### config.mk
export PLATFORM = sky130hd
export DESIGN_NAME = fomm_div_cell
export DESIGN_NICKNAME = d
export VERILOG_FILES = /design/src/hdl/fomm_pkg.sv /design/src/hdl/fomm_div_cell.sv
export SDC_FILE = /design/constraint.sdc
export NUM_CORES = 1
export LEC_CHECK = 0
export BUFFER_PORTS_ARGS = -buffer_cell sky130_fd_sc_hd__buf_2
export CORE_AREA = 2 2 175 177
export CTS_CLUSTER_DIAMETER = 30
export DETAILED_ROUTE_END_ITERATION = 6
export DIE_AREA = 0 0 177 179
export SYNTH_ARGS = -nofsm -noshare
export SYNTH_HDL_FRONTEND = slang
export SYNTH_SLANG_ARGS = --single-unit
### constraint.sdc
create_clock -name clk -period 2.4 [get_ports clk]
set_clock_uncertainty 0.2 [all_clocks]
set_input_delay 0.36 -clock clk [delete_from_list [all_inputs] [get_ports clk]]
set_output_delay 0.36 -clock clk [all_outputs]
set_load 0.05 [all_outputs]
### src/hdl/fomm_pkg.sv
// shared constants and tables for the field oriented mecanum mixer
package fomm_pkg;

	localparam int DATA_WIDTH_DEF  = 16;
	localparam int ANGLE_WIDTH_DEF = 16;
	localparam int CORDIC_STEPS    = 16;
	localparam int CORDIC_GUARD    = 8;
	localparam int Z_WIDTH         = 34;
	localparam int GAIN_SHIFT      = 31 + CORDIC_GUARD;
	localparam logic signed [31:0] INV_GAIN_Q31 = 32'sd1304065748;

	localparam logic [1:0] QUAD_0 = 2'd0;
	localparam logic [1:0] QUAD_1 = 2'd1;
	localparam logic [1:0] QUAD_2 = 2'd2;
	localparam logic [1:0] QUAD_3 = 2'd3;

	// arctangent of 2^-i in units of 2^32 per turn
	function automatic logic signed [Z_WIDTH-1:0] atan_turn32(input int i);
		logic signed [Z_WIDTH-1:0] v;
		begin
			case (i)
				0:       v = 34'sd536870912;
				1:       v = 34'sd316933406;
				2:       v = 34'sd167458907;
				3:       v = 34'sd85004756;
				4:       v = 34'sd42667331;
				5:       v = 34'sd21354465;
				6:       v = 34'sd10679838;
				7:       v = 34'sd5340245;
				8:       v = 34'sd2670163;
				9:       v = 34'sd1335087;
				10:      v = 34'sd667544;
				11:      v = 34'sd333772;
				12:      v = 34'sd166886;
				13:      v = 34'sd83443;
				14:      v = 34'sd41722;
				15:      v = 34'sd20861;
				default: v = '0;
			endcase
			return v;
		end
	endfunction

endpackage

### src/hdl/fomm_div_cell.sv
// one restoring division step for the three normalized lanes
module fomm_div_cell import fomm_pkg::*; #(
	parameter int NW   = 34,
	parameter int MW   = 19,
	parameter int QW   = 16,
	parameter int PW   = 56,
	parameter int STEP = 0
) (
	input  logic                 clk,
	input  logic                 arst_n,
	input  logic                 en,
	input  logic                 vld_i,
	input  logic [2:0][NW-1:0]   rem_i,
	input  logic [2:0][QW-1:0]   q_i,
	input  logic [MW-1:0]        mag_i,
	input  logic [PW-1:0]        pass_i,
	output logic                 vld_o,
	output logic [2:0][NW-1:0]   rem_o,
	output logic [2:0][QW-1:0]   q_o,
	output logic [MW-1:0]        mag_o,
	output logic [PW-1:0]        pass_o
);

	logic [NW-1:0]       dv;
	logic [2:0][NW-1:0]  rem_d;
	logic [2:0][QW-1:0]  q_d;

	always_comb begin
		dv = NW'(mag_i) << STEP;
		for (int j = 0; j < 3; j++) begin
			rem_d[j] = rem_i[j];
			q_d[j]   = q_i[j];
			if (rem_i[j] >= dv) begin
				rem_d[j]     = rem_i[j] - dv;
				q_d[j][STEP] = 1'b1;
			end
		end
	end

	always_ff @(posedge clk or negedge arst_n) begin
		if (!arst_n) begin
			vld_o <= 1'b0;
		end else if (en) begin
			vld_o <= vld_i;
		end
	end

	always_ff @(posedge clk) begin
		if (en) begin
			rem_o  <= rem_d;
			q_o    <= q_d;
			mag_o  <= mag_i;
			pass_o <= pass_i;
		end
	end

endmodule

==> results.json <==
{
  "maxCapViolations": 0,
  "yosysMostFrequentCell": "edfxtp_1",
  "netlist_area_mm2": 0.0111,
  "netlist_top_cells_area": "edfxtp_1 (61%), ha_1 (6.4%), xor2_1 (3.7%)",
  "drt.antenna.violating_nets": 0,
  "fp.dieH_um": 179,
  "arrival_ns": 2.98,
  "synth_cell_types": 57,
  "fp.coreArea_mm2": 0.0300,
  "synth_ff_type": "edfxtp_1",
  "area_growth_syn_to_layout_pct": 91.2,
  "die_area_mm2": 0.0317,
  "required_ns": 2.50,
  "fin_setup_tns_ns": -24.33,
  "sw_frac_of_total_pct": 32.7,
  "die_w_um": 177,
  "port_buffers": 454,
  "grt-ovfl-total": 0,
  "start_kind": "primary input",
  "setup_slack_ns": -0.481,
  "p_per_area_mw_per_mm2": 771,
  "place_hpwl_um": 29700,
  "synth-edff-count": 225,
  "placed_cell_area_mm2": 0.0160,
  "fin_nets": 2159,
  "finish.instance_area_mm2": 0.0213,
  "met1_length_um": 16400,
  "clk_latency_ns": 0.55,
  "drt-pass1-iter-count": 5,
  "ys_ff_latch": 226,
  "floorplan.initialDensity_pct": 37.1,
  "min_period_ns": 2.88,
  "power.switching_uw": 5370,
  "rsz0062_at_grt": "yes",
  "vias_per_cell": 4.96,
  "p_int_uw": 11100,
  "grt_pass1_wl_um": 64800,
  "final_cells": 2317,
  "hp-class": "in2reg",
  "drive_gt1_share_pct": 54.2,
  "drc": 0,
  "fin_crit_sh_pct": 120,
  "ir_worst_vdd_mv": 0.590,
  "worst_pin_slew_ns": 0.620,
  "p_leak_uw": 0.00923,
  "avgSynthCellArea_um2": 12.6,
  "wl_met3_um": 3110,
  "cts.sinks": 226,
  "run_status": "finished with violations",
  "finalWirelength_um": 45700,
  "synth_common_cells": "edfxtp_1 (225), nand2_1 (77), o21ai_0 (66)",
  "syn_nets": 1174,
  "grt_antenna_before_repair": 10,
  "slew_headroom_pct": 58.3,
  "cts_tree": "yes",
  "pwr-share-seq_pct": 30.2,
  "clock.fmax_ghz": 0.347,
  "h-tree-depth": 2,
  "final_core_util_pct": 70.9,
  "rows": 64,
  "met2_length_um": 23700,
  "holdWs_ns": 0.0144,
  "path_class": "in2reg",
  "crit_fanout": 5,
  "highest_layer": "met5",
  "ys_warn_count": 0,
  "combPwrFrac_pct": 26.6,
  "endpoint_kind": "flip-flop",
  "cts_root_buffer": "clkbuf_16",
  "cts_made_buffers": 51,
  "wire_per_inst_um": 19.7,
  "post-synth-top-area-fraction_pct": 60.7,
  "grt_max_degree": 59,
  "gp_congestion": 0.880,
  "hold_viol": 0,
  "clockBufferDepth": 3,
  "p_clk_share_pct": 43.1,
  "clk_pin_slew_ns": 0.06,
  "io_pins": 455,
  "grt_usage_pct": 26.9,
  "vias": 11500,
  "first_iter_violations": 645,
  "grt_pass1_vias": 11800,
  "setup_violations": 98,
  "dp.cells": 1967,
  "seq_area_frac_synth_pct": 60.9,
  "synthArstFlopShare_pct": 0.442,
  "synth_area_leader_cell": "edfxtp_1",
  "slew_viol_final": 0,
  "netlist_instances": 885,
  "violations": "setup timing"
}
## placed cells by master, fill, tap and decap left out, types with 7 or more instances in the layout
cell	Yosys	final
a21oi_1	41	30
nor2_1	56	44
nand4_1	13	13
nor3_4	2	7
o21ai_0	66	24
o21ai_2	0	32
xor2_1	47	46
diode_2	0	9
ha_1	57	40
nand3_1	14	10
buf_2	3	445
nor2_2	0	7
dlygate4sd3_1	0	189
ha_4	0	16
buf_8	0	14
o211ai_1	7	7
clkinvlp_4	0	10
inv_6	0	10
a21o_1	17	17
or3_1	11	7
nor3_2	0	7
buf_6	0	36
nor3_1	21	9
a21oi_2	0	7
clkbuf_16	0	52
nand2_1	77	68
edfxtp_1	225	225
inv_2	0	11
inv_1	35	18
nand2b_1	12	11
xnor2_1	42	39
o21a_1	9	9
buf_4	0	259
o21ai_1	0	7
## per-layer routing
layer | global-route usage (%) | vias to the layer above
li1 | - | 5351
met2 | 48.5 | 487
met1 | 29.0 | 5506
met3 | 6.23 | 147
met4 | 15.0 | 4
met5 | 0 | -
## power by group through the flow
stage	combinational [µW]	sequential, µW	clock (µW)
finish	4370	4970	7080
global route	4590	5000	7370
CTS	4120	4960	7130
detailed placement	3650	5020	0
global placement	3620	5020	0
floorplan	839	6430	0
## critical path: stages
cell	delay (ns)
buf_8	0.11
inv_12	0.04
ha_4	0.11
inv_2	0.03
fa_2	0.36
a211oi_2	0.24
o211a_1	0.23
buf_6	0.12
o31ai_4	0.05
a21bo_2	0.22
a221o_1	0.32
nand3_1	0.08
o211ai_1	0.24
nor4_2	0.33
xor2_1	0.13
## through the flow
stage | worst slack (ns) | total power, µW
after detailed placement | -1.07 | 8680
after floorplan | -0.693 | 7270
final | -0.481 | 16400
after global placement | -1.03 | 8640
after CTS | -0.385 | 16200
after global routing | -0.573 | 17000
## cell type report
class | instances | area [µm²]
clock inverters | 40 | 458
fillers | 2055 | 8740
clock buffers | 55 | 1310
flip-flops and latches | 226 | 6780
inverters | 35 | 173
diodes | 9 | 22.5
multi-input cells | 607 | 5250
repair buffers | 949 | 6800
well taps | 396 | 495
## registers in the layout (all words and copies together) (netlist names)
name    flops
vld_o       1
rem_o     102
pass_o     56
mag_o      19
q_o        48
## cell families after synthesis
group / Yosys count / share of synthesized area, %
simple gates: 258 / 11.6
flops: 226 / 60.9
compound gates: 190 / 10.7
xor+xnor: 89 / 7.00
fa+ha+maj: 60 / 6.95
buf+inv: 52 / 1.79
mux: 10 / 0.989
## worst paths after layout
path / startpoint / slack [ns] / end / depth (start not counted)
worst max-delay path: rem_i[34] / -0.48 / rem_o[62] / 15
worst min-delay path: rem_i[77] / 0.01 / rem_o[77] / 3
worst max register to register: vld_o / 1.46 / vld_o / 1
worst min register to register: vld_o / 0.31 / vld_o / 1
max in group asynchronous: arst_n / 1.37 / vld_o / 3
min in group asynchronous: arst_n / 0.52 / vld_o / 3
## what timing repair did
action | 4_1_cts | 5_1_grt
gates resized for setup | 162 | 124
setup endpoints to repair | 100 | 103
gates cloned | 3 | 0
hold endpoints to repair | 188 | 1
hold buffers | 188 | 1
pin swaps | 71 | 67
setup buffers | 33 | 34
Note: power is estimated with default switching activity, not from simulation.
